## src/hdl/dve_pkg.sv

```systemverilog
// Shared types and constants of the delta varint encoder.
package dve_pkg;

  // Width of the encoded word and of one varint group
  localparam int unsigned WORD_W   = 64;
  localparam int unsigned DIGIT_W  = 7;
  // Groups per word (ceiling of WORD_W / DIGIT_W) and the padded shift width
  localparam int unsigned NDIGITS  = (WORD_W + DIGIT_W - 1) / DIGIT_W;
  localparam int unsigned SR_W     = NDIGITS * DIGIT_W;
  localparam int unsigned PAD_W    = SR_W - WORD_W;
  localparam int unsigned CNT_W    = $clog2(NDIGITS + 1);
  // Bits of the topmost group that carry word bits
  localparam int unsigned TOP_BITS = WORD_W - (NDIGITS - 1) * DIGIT_W;

  localparam logic [CNT_W-1:0]   LAST_DIGIT = CNT_W'(NDIGITS - 1);
  localparam logic [CNT_W-1:0]   MAX_BYTES  = CNT_W'(NDIGITS);
  localparam logic [DIGIT_W-1:0] TOP_MASK   = DIGIT_W'((1 << TOP_BITS) - 1);

  // Sequencer of the serial subtractor
  typedef enum logic [1:0] {
    DU_IDLE,
    DU_RUN,
    DU_DONE
  } du_state_t;

  // Finished word handed from the subtractor to the byte emitter
  typedef struct packed {
    logic [SR_W-1:0]  word;
    logic [CNT_W-1:0] nbytes;
  } dve_word_t;

endpackage

```

## src/hdl/dve_delta_unit.sv

```systemverilog
// Digit-serial delta subtractor: forms the word to encode one group per cycle.
module dve_delta_unit (
  input  logic                   clk,
  input  logic                   rst_n,
  input  logic                   load,
  input  logic [63:0]            value,
  input  logic                   use_delta,
  input  logic                   restart,
  output logic                   load_ok,
  output logic                   word_valid,
  input  logic                   word_take,
  output dve_pkg::dve_word_t     word_out
);
  import dve_pkg::*;

  du_state_t          state_r, state_nxt;
  logic [CNT_W-1:0]   dig_cnt_r;
  logic [SR_W-1:0]    val_r;
  logic [SR_W-1:0]    prev_r;
  logic [SR_W-1:0]    word_r;
  logic [CNT_W-1:0]   nbytes_r;
  logic               delta_r;
  logic               borrow_r;
  logic               step_en;
  logic [DIGIT_W:0]   diff;
  logic [DIGIT_W-1:0] digit;
  logic [DIGIT_W-1:0] prev_in;

  // Next state
  always_comb begin
    state_nxt = state_r;
    case (state_r)
      DU_IDLE: begin
        if (load) state_nxt = DU_RUN;
      end
      DU_RUN: begin
        if (dig_cnt_r == LAST_DIGIT) state_nxt = DU_DONE;
      end
      DU_DONE: begin
        if (load) state_nxt = DU_RUN;
        else if (word_take) state_nxt = DU_IDLE;
      end
      default: state_nxt = DU_IDLE;
    endcase
  end

  // Outputs of the sequencer; a finished word may leave as the next item enters
  always_comb begin
    load_ok    = 1'b0;
    word_valid = 1'b0;
    step_en    = 1'b0;
    case (state_r)
      DU_IDLE: load_ok = 1'b1;
      DU_RUN:  step_en = 1'b1;
      DU_DONE: begin
        word_valid = 1'b1;
        load_ok    = word_take;
      end
      default: ;
    endcase
  end

  // Subtract one group with borrow; raw items pass the value group through
  always_comb begin
    diff  = {1'b0, val_r[DIGIT_W-1:0]} - {1'b0, prev_r[DIGIT_W-1:0]} - (DIGIT_W+1)'(borrow_r);
    digit = delta_r ? diff[DIGIT_W-1:0] : val_r[DIGIT_W-1:0];
    if (dig_cnt_r == LAST_DIGIT) digit = digit & TOP_MASK;
    // Delta items rotate the new value into the stored one, others keep it
    prev_in = delta_r ? val_r[DIGIT_W-1:0] : prev_r[DIGIT_W-1:0];
  end

  always_ff @(posedge clk) begin
    if (!rst_n) begin
      state_r   <= DU_IDLE;
      dig_cnt_r <= '0;
      prev_r    <= '0;
      borrow_r  <= 1'b0;
    end else begin
      state_r <= state_nxt;
      if (load) begin
        // Capture the item and clear the stored value on restart
        dig_cnt_r <= '0;
        borrow_r  <= 1'b0;
        if (restart) prev_r <= '0;
      end else if (step_en) begin
        // Advance one group
        dig_cnt_r <= dig_cnt_r + CNT_W'(1);
        borrow_r  <= diff[DIGIT_W];
        prev_r    <= {prev_in, prev_r[SR_W-1:DIGIT_W]};
      end
    end
  end

  // Payload shift registers
  always_ff @(posedge clk) begin
    if (load) begin
      val_r    <= {{PAD_W{1'b0}}, value};
      delta_r  <= use_delta;
      nbytes_r <= CNT_W'(1);
    end else if (step_en) begin
      val_r  <= {{DIGIT_W{1'b0}}, val_r[SR_W-1:DIGIT_W]};
      word_r <= {digit, word_r[SR_W-1:DIGIT_W]};
      if (digit != '0) nbytes_r <= dig_cnt_r + CNT_W'(1);
    end
  end

  assign word_out.word   = word_r;
  assign word_out.nbytes = nbytes_r;

  // The group counter never runs past the last group while stepping
  a_cnt_range: assert property (@(posedge clk) disable iff (!rst_n)
    (state_r == DU_RUN) |-> (dig_cnt_r <= LAST_DIGIT)) else $error("group counter out of range");

  // A finished word is fully consumed from the value register
  a_val_drained: assert property (@(posedge clk) disable iff (!rst_n)
    (state_r == DU_DONE) |-> (val_r == '0)) else $error("value not drained");

  // A finished word asks for between one and the maximum number of bytes
  a_nbytes: assert property (@(posedge clk) disable iff (!rst_n)
    word_valid |-> (nbytes_r != '0 && nbytes_r <= MAX_BYTES))
    else $error("byte count out of range");

  // The last step always ends in the finished state
  a_run_end: assert property (@(posedge clk) disable iff (!rst_n)
    (state_r == DU_RUN && dig_cnt_r == LAST_DIGIT) |=> (state_r == DU_DONE))
    else $error("run did not finish");

endmodule

```

## src/hdl/dve_emitter.sv

```systemverilog
// Byte emitter: shifts a finished word out as LEB128 bytes, one per transaction.
module dve_emitter (
  input  logic               clk,
  input  logic               rst_n,
  input  logic               word_valid,
  input  dve_pkg::dve_word_t word_in,
  output logic               word_take,
  output logic               out_tvalid,
  input  logic               out_tready,
  output logic [7:0]         out_tdata,
  output logic               out_tlast
);
  import dve_pkg::*;

  logic [SR_W-1:0]  sr_r;
  logic [CNT_W-1:0] cnt_r;
  logic             out_fire;

  assign out_tvalid = (cnt_r != '0);
  assign out_fire   = out_tvalid && out_tready;
  assign word_take  = word_valid && (cnt_r == '0);
  assign out_tlast  = (cnt_r == CNT_W'(1));
  // Continuation flag set on every byte but the last
  assign out_tdata  = {~out_tlast, sr_r[DIGIT_W-1:0]};

  // Byte count: load a new word when empty, count down per transaction
  always_ff @(posedge clk) begin
    if (!rst_n) begin
      cnt_r <= '0;
    end else if (word_take) begin
      cnt_r <= word_in.nbytes;
    end else if (out_fire) begin
      cnt_r <= cnt_r - CNT_W'(1);
    end
  end

  // Group shift register
  always_ff @(posedge clk) begin
    if (word_take) begin
      sr_r <= word_in.word;
    end else if (out_fire) begin
      sr_r <= {{DIGIT_W{1'b0}}, sr_r[SR_W-1:DIGIT_W]};
    end
  end

  // The count never exceeds the longest encoding
  a_cnt_max: assert property (@(posedge clk) disable iff (!rst_n)
    cnt_r <= MAX_BYTES) else $error("byte count overflow");

  // A taken word always produces at least one byte
  a_take_emits: assert property (@(posedge clk) disable iff (!rst_n)
    word_take |=> out_tvalid) else $error("taken word produced no byte");

  // A stalled byte keeps its count
  a_stall_hold: assert property (@(posedge clk) disable iff (!rst_n)
    (out_tvalid && !out_tready) |=> (cnt_r == $past(cnt_r)))
    else $error("count moved while stalled");

endmodule

```

## src/hdl/delta_varint_encoder.sv

```systemverilog
// Top level of the delta varint encoder.
//
// Input channel in_*: one transaction carries a 64-bit value in in_tdata and
// the flags use_delta and restart in in_tuser. restart clears the stored
// previous value before encoding; use_delta encodes value minus previous
// (modulo 2^64) and stores value, otherwise the value is encoded raw.
// Output channel out_*: one transaction per encoded byte, least significant
// 7-bit group first, bit 7 set on every byte but the last; out_tlast marks
// the final byte of an item. A zero word gives the single byte 0.
// Operation: the subtractor works one 7-bit group per cycle over the ten
// groups of a word; the finished word then passes to the emitter, which
// drives out_tvalid from its registered byte count.
// Overlap: an item gives 1 to 10 bytes; the serial subtractor works on the
// next item while the emitter sends the bytes of the current one.
// Reset (rst_n low, synchronous) clears the previous value and drops any
// item in flight. When the receiver stalls, the current byte holds on
// out_tdata; one finished word waits, and in_tready falls until it moves on.
module delta_varint_encoder (
  input  logic        clk,
  input  logic        rst_n,
  input  logic        in_tvalid,
  output logic        in_tready,
  input  logic [63:0] in_tdata,   // [63:0] value
  input  logic [1:0]  in_tuser,   // [0] use_delta, [1] restart
  output logic        out_tvalid,
  input  logic        out_tready,
  output logic [7:0]  out_tdata,  // [7:0] byte_out
  output logic        out_tlast
);
  import dve_pkg::*;

  logic      load;
  logic      load_ok;
  logic      word_valid;
  logic      word_take;
  dve_word_t word;

  assign in_tready = load_ok;
  assign load      = in_tvalid && load_ok;

  dve_delta_unit u_delta (
    .clk        (clk),
    .rst_n      (rst_n),
    .load       (load),
    .value      (in_tdata),
    .use_delta  (in_tuser[0]),
    .restart    (in_tuser[1]),
    .load_ok    (load_ok),
    .word_valid (word_valid),
    .word_take  (word_take),
    .word_out   (word)
  );

  dve_emitter u_emit (
    .clk        (clk),
    .rst_n      (rst_n),
    .word_valid (word_valid),
    .word_in    (word),
    .word_take  (word_take),
    .out_tvalid (out_tvalid),
    .out_tready (out_tready),
    .out_tdata  (out_tdata),
    .out_tlast  (out_tlast)
  );

endmodule
```

## config.mk

```make
export PLATFORM = sky130hd
export DESIGN_NAME = delta_varint_encoder
export DESIGN_NICKNAME = d
export VERILOG_FILES = /design/src/hdl/dve_pkg.sv /design/src/hdl/dve_delta_unit.sv /design/src/hdl/dve_emitter.sv /design/src/hdl/delta_varint_encoder.sv
export SDC_FILE = /design/constraint.sdc
export NUM_CORES = 1
export LEC_CHECK = 0
export BUFFER_PORTS_ARGS = -buffer_cell sky130_fd_sc_hd__buf_2
export CORE_UTILIZATION = 50
export DETAILED_ROUTE_END_ITERATION = 12
export PLACE_DENSITY = 0.71
export SLEW_MARGIN = 5
export SYNTH_ARGS = -nofsm -noshare
export SYNTH_HDL_FRONTEND = slang
export SYNTH_HIERARCHICAL = 1
export SYNTH_SLANG_ARGS = --single-unit
export TNS_END_PERCENT = 30
```

## constraint.sdc

```tcl
create_clock -name clk -period 4.7 [get_ports clk]
set_input_delay 0.47 -clock clk [delete_from_list [all_inputs] [get_ports clk]]
set_output_delay 0.47 -clock clk [all_outputs]
set_load 0.02 [all_outputs]
```

==> results_dict.tcl, run 1 <==
set metrics [dict create \
    outcome "complete, no violations" \
    ff2ff_path_depth 12 \
    switching_share_pct 25.2 \
    placement_rows 55 \
    htreeDepth 1 \
    ys.flop_type "edfxtp_1" \
    wire_per_inst_um 14.9 \
    drt_iter0_drc 444 \
    maxCapViolCount 0 \
    cts_buffers 29 \
    cts-root-to-sink-buffers 3 \
    post_cts_buffers 0 \
    min_path_type "input pin to flop" \
    fp.dieArea_sq_um 23900 \
    grt_usage_pct 16.0 \
    clk_latency_ns 0.54 \
    criticalPathCategory "flop to flop" \
    initial_core_util_pct 51.2 \
    drt-pass1-iter-count 5 \
    wirelength_um 19000 \
    ctsResizeCount 0 \
    syn-cell-area_sq_um 11600 \
    timing.setup.tns_ns 0 \
    powerDensity_nw_per_um2 486 \
    arrival_ns 3.73 \
    ff_latch_area_sq_um 7860 \
    crit_path_start_kind "flop" \
    worstMarginPinSlew_ns 1.03 \
    ioPinCount 81 \
    final_nets 1054 \
    placement.io_buffers 80 \
    nFillCells 1844 \
    antenna_left 0 \
    multi_input_area_sq_um 3450 \
    gp_congestion 0.782 \
    async_flop_share_pct 0 \
    grt_setup_unrepaired "no" \
    crit_required_ns 5.16 \
    cp_max_fo 42 \
    slew_viol_final 0 \
    areaGrowthSynthToFinish_pct 12.4 \
    vdd_drop_max_v 0.000298 \
    setup_violations 0 \
    hold_viol_final 0 \
    yosysSeqAreaShare_pct 67.5 \
    fin_crit_ns 3.26 \
    syn_avg_cell_area_sq_um 12.8 \
    antenna_found_initial 1 \
    p_sw_mw 1.60 \
    pwr-share-comb_pct 13.8 \
    layout_common_cells "nand2_1, edfxtp_1, dfxtp_1" \
    clk_pin_slew_ns 0.06 \
    clkSinkCount 290 \
    ys_warn_count 6 \
    synth_compound_area_share_pct 6.39 \
    ys_types 49 \
    hold_depth 1 \
    via_count 6616 \
    fp.coreArea_sq_um 22700 \
    synthAdderAreaFrac_pct 1.96 \
    p_int_mw 4.75 \
    yosysTopAreaCell "edfxtp_1" \
    slew_headroom_pct 31.2 \
    drc 0 \
    p_clk_share_pct 32.4 \
    synth_area_leaders "edfxtp_1, dfxtp_1, nand2_1" \
    drt-vias-per-instance 5.19 \
    cts_tree "yes" \
    syn_inst 909 \
    netlist.area_leader.share_pct 52.9 \
    placed_cell_area_sq_um 12200 \
    grt_pass1_wl_um 31300 \
    synth_mux_area_share_pct 6.88 \
    synth-edff-count 205 \
    die_x_um 155 \
    fin_crit_sh_pct 69.4 \
    stdcell_area_sq_um 13100 \
    fmax_mhz 307 \
    ctsHoldBuffers 0 \
    p_leak_nw 4.82 \
    dp_hpwl_um 10900 \
    skew_ns 0.00944 \
    synth_top_family_by_area "simple AND/OR/NAND/NOR gates" \
    synth-seq-cells 290 \
    power_mw 6.35 \
    crit_path_end_kind "flop" \
    syn-num-nets 996 \
    utilization_pct 57.6 \
    grt_max_degree 141 \
    clock-root-buffer "clkbuf_16" \
    die_y_um 155 \
    share_seq_of_total_power_pct 53.8 \
    layout_commonest_cell "nand2_1" \
    grt_pass1_vias 6504 \
    synth_xor_area_share_pct 0.678 \
    grt-ovfl-total 0 \
    synthSimpleGateAreaFrac_pct 13.4 \
    drive_above_1_share_pct 20.6 \
]
[cells in the mapped netlist, types with 6 or more instances]
cell type	instances
xor2_1	6
nor2_1	18
nand2_1	208
clkbuf_1	35
ha_1	15
dfxtp_1	85
and2_1	16
nor2b_1	76
edfxtp_1	205
buf_2	14
a22oi_1	70
inv_1	25
buf_4	7
mux2_2	64
[state kept, by name (all words and copies together), names as in the netlist]
signal,flops
u_delta/val_r,64
u_delta/state_r,2
u_delta/borrow_r,1
u_emit/sr_r,70
u_delta/word_r,70
u_emit/cnt_r,4
u_delta/dig_cnt_r,4
u_delta/nbytes_r,4
u_delta/delta_r,1
u_delta/prev_r,70
[cell type report]
type	instances	area share, %
Sequential cell	290	60.1
Clock inverter	16	0.613
Tap cell	285	2.73
Inverter	26	0.747
Clock buffer	37	5.86
Antenna cell	1	0.0191
Timing Repair Buffer	86	3.50
Multi-Input combinational cell	534	26.4
[final timing paths]
check | from | end | slack (ns)
max | u_emit/cnt_r[0]$_SDFFE_PN0P_ | u_delta/prev_r[65]$_SDFFE_PN0P_ | 1.44
min | in_tuser[0] | u_delta/delta_r$_DFFE_PP_ | 0.18
max reg2reg | u_emit/cnt_r[0]$_SDFFE_PN0P_ | u_delta/prev_r[65]$_SDFFE_PN0P_ | 1.44
min reg2reg | u_delta/word_r[66]$_DFFE_PP_ | u_delta/word_r[59]$_DFFE_PP_ | 0.43
[critical path: stages, from the launching register on]
cell and delay [ns]:
dfxtp_1 0.32, inv_1 0.11, ha_1 0.31, nand4bb_4 0.14, inv_2 0.08, inv_1 0.04, a21oi_1 0.18, and2_4 0.48
nor2_4 0.11, a21oi_4 0.59, buf_4 0.50, a22oi_1 0.16, nor2b_1 0.14
[routing by layer]
metal / vias to the layer above / wire, um / track usage [%]
li1: 3314 / - / -
met1: 3174 / 8150 / 19.7
met2: 92 / 9600 / 28.1
met3: 36 / 737 / 3.25
met4: 0 / 478 / 5.37
met5: - / 0 / 0
[metrics by stage]
stage / setup slack [ns] / hold slack (ns) / instances
3_3_place_gp: 1.55 / 0.423 / 1221
6_report: 1.44 / 0.178 / 1275
2_1_floorplan: 0.582 / 0.417 / 909
3_5_place_dp: 1.48 / 0.428 / 1221
4_1_cts: 1.42 / 0.164 / 1274
5_1_grt: 1.11 / 0.154 / 1275
[power groups by stage]
stage	Sequential [mW]	Clock, mW	Combinational, mW
after floorplan	3.45	0	0.688
after global placement	3.45	0	0.860
after detailed placement	3.47	0	0.887
after CTS	3.42	2.11	0.899
after global routing	3.46	2.21	0.986
final	3.42	2.06	0.879
[logic make-up (layout without fill, tap and decap cells)]
logic type | count (synthesis) | in the layout
AO/OA/AOI/OAI | 99 | 99
XOR/XNOR | 9 | 9
adder cells (fa/ha/maj) | 17 | 17
buffers and inverters | 85 | 165
flip-flops | 290 | 290
multiplexers | 71 | 71
other | 0 | 1
AND/OR/NAND/NOR | 338 | 338
Note: power is estimated with default switching activity, not from simulation.
==> run 2: changes to the inputs <==
--- a/config.mk
+++ b/config.mk
@@ -5,6 +5,7 @@
 export SDC_FILE = /design/constraint.sdc
 export NUM_CORES = 1
 export LEC_CHECK = 0
+export ABC_AREA = 1
 export BUFFER_PORTS_ARGS = -buffer_cell sky130_fd_sc_hd__buf_2
 export CORE_UTILIZATION = 50
 export DETAILED_ROUTE_END_ITERATION = 12
==> constraint.sdc (replaced) <==
create_clock -name clk -period 2.63 [get_ports clk]
set_input_delay 0.263 -clock clk [delete_from_list [all_inputs] [get_ports clk]]
set_output_delay 0.263 -clock clk [all_outputs]
set_load 0.02 [all_outputs]
==> results_dict.tcl, run 2 <==
set metrics [dict create \
    synth_area_leaders "edfxtp_1, nand2_1, dfxtp_1" \
    clock-root-buffer "clkbuf_16" \
    powerDensity_nw_per_um2 818 \
    top_regs "u_delta/prev_r: 70 flops, u_delta/word_r: 70 flops, u_emit/sr_r: 70 flops" \
    drt_iter0_drc 546 \
    fin_crit_ns 2.38 \
    ioPinCount 81 \
    die_y_um 155 \
    cts_buffers 29 \
    placement_rows 55 \
    syn_avg_cell_area_sq_um 9.92 \
    grt_usage_pct 17.5 \
    layout_setup_ws_ns 0.246 \
    initial_core_util_pct 51.3 \
    yosysSeqAreaShare_pct 67.0 \
    worstPathCellList "fa_2 > fa_1 > inv_1 > nor2_1 > nor2_1 > nor2_2 > nor2_1 > nand2_1 > nor2_2 > nand3_4 > nand2_2 > nand2_1 > nand2_1 > nor2_2" \
    antenna_found_initial 0 \
    fp.dieArea_sq_um 24100 \
    netlist.area_leader.share_pct 52.5 \
    yosysMostFrequentCell "nand2_1" \
    cts_tree "yes" \
    netlist_top_cells_count "nand2_1, edfxtp_1, a21oi_1" \
    nFillCells 1839 \
    areaGrowthSynthToFinish_pct 18.3 \
    criticalPathCategory "flop to flop" \
    clk_pin_slew_ns 0.06 \
    drt-vias-per-instance 4.77 \
    grt_max_degree 76 \
    maxCapViolCount 0 \
    use_met3_pct 2.98 \
    syn-cell-area_sq_um 11700 \
    power_mw 11.3 \
    hold_depth 3 \
    drc 0 \
    p_leak_nw 5.69 \
    antenna_left 0 \
    gr-max-usage-layer "met2" \
    min_path_type "input pin to flop" \
    async_flop_share_pct 0 \
    syn-num-nets 1268 \
    final_nets 1383 \
    ys_types 29 \
    syn_inst 1181 \
    path_buf_inv 1 \
    path_depth 14 \
    wirelength_um 20500 \
    vdd_drop_max_v 0.000557 \
    grt_use_met2_pct 29.6 \
    slew_viol_final 0 \
    grt_setup_unrepaired "no" \
    ys.flop_type "edfxtp_1" \
    ys_warn_count 6 \
    clkSinkCount 290 \
    slowest_delay_ns 0.44 \
    gp_congestion 0.838 \
    yosysTopAreaCell "edfxtp_1" \
    path_delay_family "simple AND/OR/NAND/NOR gates" \
    cp_max_fo 6 \
    setup_violations 0 \
    fp.coreArea_sq_um 22800 \
    skew_ns 0.0123 \
    arrival_ns 2.81 \
    grt_pass1_wl_um 34800 \
    wire_per_inst_um 12.6 \
    grt_pass1_vias 7575 \
    synth-seq-cells 290 \
    die_x_um 155 \
    clk_latency_ns 0.53 \
    outcome "complete, no violations" \
    use_met1_pct 22.9 \
    crit_path_start_kind "flop" \
    timing.setup.tns_ns 0 \
    cts-root-to-sink-buffers 3 \
    hold_viol_final 0 \
    ff2ff_path_depth 14 \
    cpMaxStageDelayCell "edfxtp_1" \
    fin_crit_sh_pct 90.6 \
    post_cts_buffers 0 \
    fmax_mhz 419 \
    synth-edff-count 205 \
    layout_commonest_cell "nand2_1" \
    placement.io_buffers 80 \
    grt-ovfl-total 0 \
    pre_cts_slack_ns 0.195 \
    crit_path_end_kind "flop" \
    drive_above_1_share_pct 12.5 \
    via_count 7784 \
    utilization_pct 60.7 \
    worstMarginPinSlew_ns 0.788 \
    crit_required_ns 3.06 \
    dp_hpwl_um 11800 \
    whs_ns 0.0132 \
    drt-pass1-iter-count 5 \
    slew_headroom_pct 47.4 \
    htreeDepth 1 \
    layout_common_cells "nand2_1, edfxtp_1, a21oi_1" \
]
[run 2: power breakdown]
part           total, mW  switching, mW  internal, mW
clock               4.02           1.62          2.41
sequential          5.83          0.178          5.65
combinational       1.48          0.971         0.514
[run 2: final timing paths]
path	start	endpoint	slack (ns)
max	u_delta/val_r[0]$_DFFE_PP_	u_delta/nbytes_r[2]$_SDFFE_PP0P_	0.25
min	in_tdata[47]	u_delta/val_r[47]$_DFFE_PP_	0.01
max reg2reg	u_delta/val_r[0]$_DFFE_PP_	u_delta/nbytes_r[2]$_SDFFE_PP0P_	0.25
min reg2reg	u_delta/word_r[62]$_DFFE_PP_	u_delta/word_r[55]$_DFFE_PP_	0.43
[run 2: kinds of logic after synthesis]
kind of cell	count (synthesis)	synth area share, %
buffers and inverters	136	5.23
AO/OA/AOI/OAI	109	4.76
flip-flops	290	67.0
adder cells (fa/ha/maj)	17	1.94
XOR/XNOR	2	0.149
AND/OR/NAND/NOR	627	20.9
[run 2: worst min-delay path: cells and delay by family]
family	cells	cell delay, ns
AND/OR/NAND/NOR	2	0.11
buffers and inverters	1	0.07
[run 2: stage by stage]
step | instance area, sq um | std cells
after floorplan | 11800 | 1181
after global placement | 12500 | 1532
after detailed placement | 12500 | 1532
after CTS | 13900 | 1632
after global routing | 13900 | 1632
final | 13900 | 1633
[run 2: timing repair]
item,in CTS,in global routing
hold endpoints to repair,46,0
hold buffers,46,0
endpoints found under the setup margin,0,2
resized for setup,0,2
[run 2: area by class of cell]
| class | count | area [sq um] | share of cell area (%) |
|---|---|---|---|
| timing repair buffer | 145 | 1090 | 7.89 |
| clock inverter | 20 | 199 | 1.43 |
| inverter | 75 | 282 | 2.03 |
| antenna | 1 | 2.50 | 0.0180 |
| sequential | 290 | 7860 | 56.7 |
| clock buffer | 34 | 744 | 5.37 |
| multi-input combinational | 755 | 3300 | 23.8 |
| tap | 313 | 392 | 2.82 |
[run 2: per-layer routing]
| metal | wire (um) | up-vias |
|---|---|---|
| met3 | 766 | 39 |
| li1 | - | 4038 |
| met4 | 513 | 0 |
| met2 | 9890 | 126 |
| met5 | 0 | - |
| met1 | 9360 | 3581 |
==> run 3: changes to the inputs <==
--- a/config.mk
+++ b/config.mk
@@ -7,9 +7,9 @@
 export LEC_CHECK = 0
 export ABC_AREA = 1
 export BUFFER_PORTS_ARGS = -buffer_cell sky130_fd_sc_hd__buf_2
-export CORE_UTILIZATION = 50
+export CORE_UTILIZATION = 31
 export DETAILED_ROUTE_END_ITERATION = 12
-export PLACE_DENSITY = 0.71
+export GPL_ROUTABILITY_DRIVEN = 0
 export SLEW_MARGIN = 5
 export SYNTH_ARGS = -nofsm -noshare
 export SYNTH_HDL_FRONTEND = slang
==> results_dict.tcl, run 3 (same netlist as run 2, synthesis figures left out) <==
set metrics [dict create \
    fin_crit_sh_pct 91.0 \
    switching_share_pct 24.7 \
    grt_setup_unrepaired "no" \
    clk_pin_slew_ns 0.06 \
    nFillCells 3582 \
    worstMarginPinSlew_ns 0.826 \
    placement_rows 70 \
    p_sw_mw 2.82 \
    cpMaxStageDelayCell "edfxtp_1" \
    p_int_mw 8.58 \
    areaGrowthSynthToFinish_pct 21.4 \
    wire_per_inst_um 11.3 \
    slew_viol_final 0 \
    p_leak_nw 5.77 \
    share_seq_of_total_power_pct 51.1 \
    die_y_um 196 \
    slowest_delay_ns 0.44 \
    stdcell_area_sq_um 14200 \
    post_cts_buffers 0 \
    crit_path_end_kind "flop" \
    wirelength_um 20800 \
    pwr-share-comb_pct 12.9 \
    antenna_left 0 \
    skew_ns 0.0113 \
    cts-root-to-sink-buffers 3 \
    grt_usage_pct 11.1 \
    setup_violations 0 \
    utilization_pct 38.6 \
    powerDensity_nw_per_um2 801 \
    outcome "complete, no violations" \
    power_mw 11.4 \
    fmax_mhz 418 \
    crit_required_ns 3.07 \
    fin_crit_ns 2.39 \
    drt-pass1-iter-count 5 \
    rrSetupSlack_ns 0.24 \
    grt-ovfl-total 0 \
    vdd_drop_max_v 0.000586 \
    drt_iter0_drc 518 \
    clkSinkCount 290 \
    layout_commonest_cell "nand2_1" \
    grt_max_degree 76 \
    die_x_um 196 \
    clock-root-buffer "clkbuf_16" \
    placed_cell_area_sq_um 12700 \
    fp.dieArea_sq_um 38600 \
    cts_tree "yes" \
    grt_pass1_vias 7870 \
    placement.io_buffers 80 \
    cts_buffers 29 \
    fp.coreArea_sq_um 36900 \
    slew_headroom_pct 44.9 \
    timing.setup.tns_ns 0 \
    clk_latency_ns 0.55 \
    min_path_type "input pin to flop" \
    via_count 7892 \
    antenna_found_initial 1 \
    grt_pass1_wl_um 35800 \
    top_regs "u_delta/prev_r: 70 flops, u_delta/word_r: 70 flops, u_emit/sr_r: 70 flops" \
    maxCapViolCount 0 \
    htreeDepth 1 \
    ioPinCount 81 \
    drc 0 \
    criticalPathCategory "flop to flop" \
    final_nets 1393 \
    cp_common_cell "nand2_1" \
    arrival_ns 2.83 \
    crit_path_start_kind "flop" \
    initial_core_util_pct 31.8 \
    layout_common_cells "nand2_1, edfxtp_1, a21oi_1" \
    drt-vias-per-instance 4.31 \
    cp_max_fo 6 \
    dp_hpwl_um 11800 \
    p_clk_share_pct 35.9 \
    worstPathCellList "fa_2 > fa_1 > inv_1 > nand2_1 > nand2_1 > nand2_1 > nand2_1 > nand3_1 > nand2_1 > inv_1 > nor2_2 > nand3_4 > nand2_2 > nand2_1 > nand2_1 > nor2_2" \
    drive_above_1_share_pct 13.0 \
    hold_viol_final 0 \
]
-- run 3: path summary, 6_finish.rpt --
| path | startpoint | endpoint | cells after the start |
|---|---|---|---|
| setup / recovery | u_delta/val_r[0]$_DFFE_PP_ | u_delta/nbytes_r[2]$_SDFFE_PP0P_ | 16 |
| hold / removal | in_tdata[17] | u_delta/val_r[17]$_DFFE_PP_ | 3 |
| setup reg to reg | u_delta/val_r[0]$_DFFE_PP_ | u_delta/nbytes_r[2]$_SDFFE_PP0P_ | 16 |
| hold reg to reg | u_delta/word_r[10]$_DFFE_PP_ | u_delta/word_r[3]$_DFFE_PP_ | 0 |
-- run 3: repair_timing --
item | CTS | global route
endpoints found under the hold margin | 61 | 0
gates resized for setup | 0 | 1
hold buffers | 58 | 0
setup endpoints to repair | 0 | 2
-- run 3: layout make-up --
cell class                      instances  area (sq um)  share of cell area (%)
Antenna cell                            1          2.50                  0.0176
Timing Repair Buffer                  155          1180                    8.32
Tap cell                              504           631                    4.43
Clock inverter                         12          71.3                   0.501
Inverter                               75           282                    1.98
Clock buffer                           41           908                    6.38
Sequential cell                       290          7860                    55.2
Multi-Input combinational cell        755          3300                    23.2
-- run 3: per-stage QoR --
| step | cells | worst slack [ns] | hold WS [ns] |
|---|---|---|---|
| after floorplan | 1181 | 0.0286 | 0.362 |
| after global placement | 1721 | 0.249 | 0.427 |
| after detailed placement | 1721 | 0.185 | 0.432 |
| after CTS | 1832 | 0.179 | 0.00434 |
| after global routing | 1832 | 0.0391 | 0.0121 |
| final | 1833 | 0.237 | 0.0233 |
-- run 3: power by group through the flow --
stage	Sequential, mW	Clock, mW	Combinational (mW)
global route	5.89	4.40	1.69
global placement	5.91	0	1.39
CTS	5.84	4.24	1.50
detailed placement	5.93	0	1.43
finish	5.83	4.10	1.47
floorplan	5.89	0	1.05
-- run 3: layer usage --
| layer | track usage, % | vias up | share of wire (%) |
|---|---|---|---|
| met4 | 3.47 | 0 | 2.5 |
| met1 | 13.2 | 3678 | 45 |
| met2 | 19.8 | 113 | 49 |
| met3 | 2.26 | 41 | 3.6 |
| li1 | - | 4060 | - |
| met5 | 0 | - | 0 |
-- run 3: worst max-delay path: cells and delay by family, from the launching register on --
| family | cells | cell delay, ns |
|---|---|---|
| buffers and inverters | 2 | 0.14 |
| adders and majority gates | 2 | 0.83 |
| and+or+nand+nor | 12 | 0.88 |
| DFF | 1 | 0.44 |
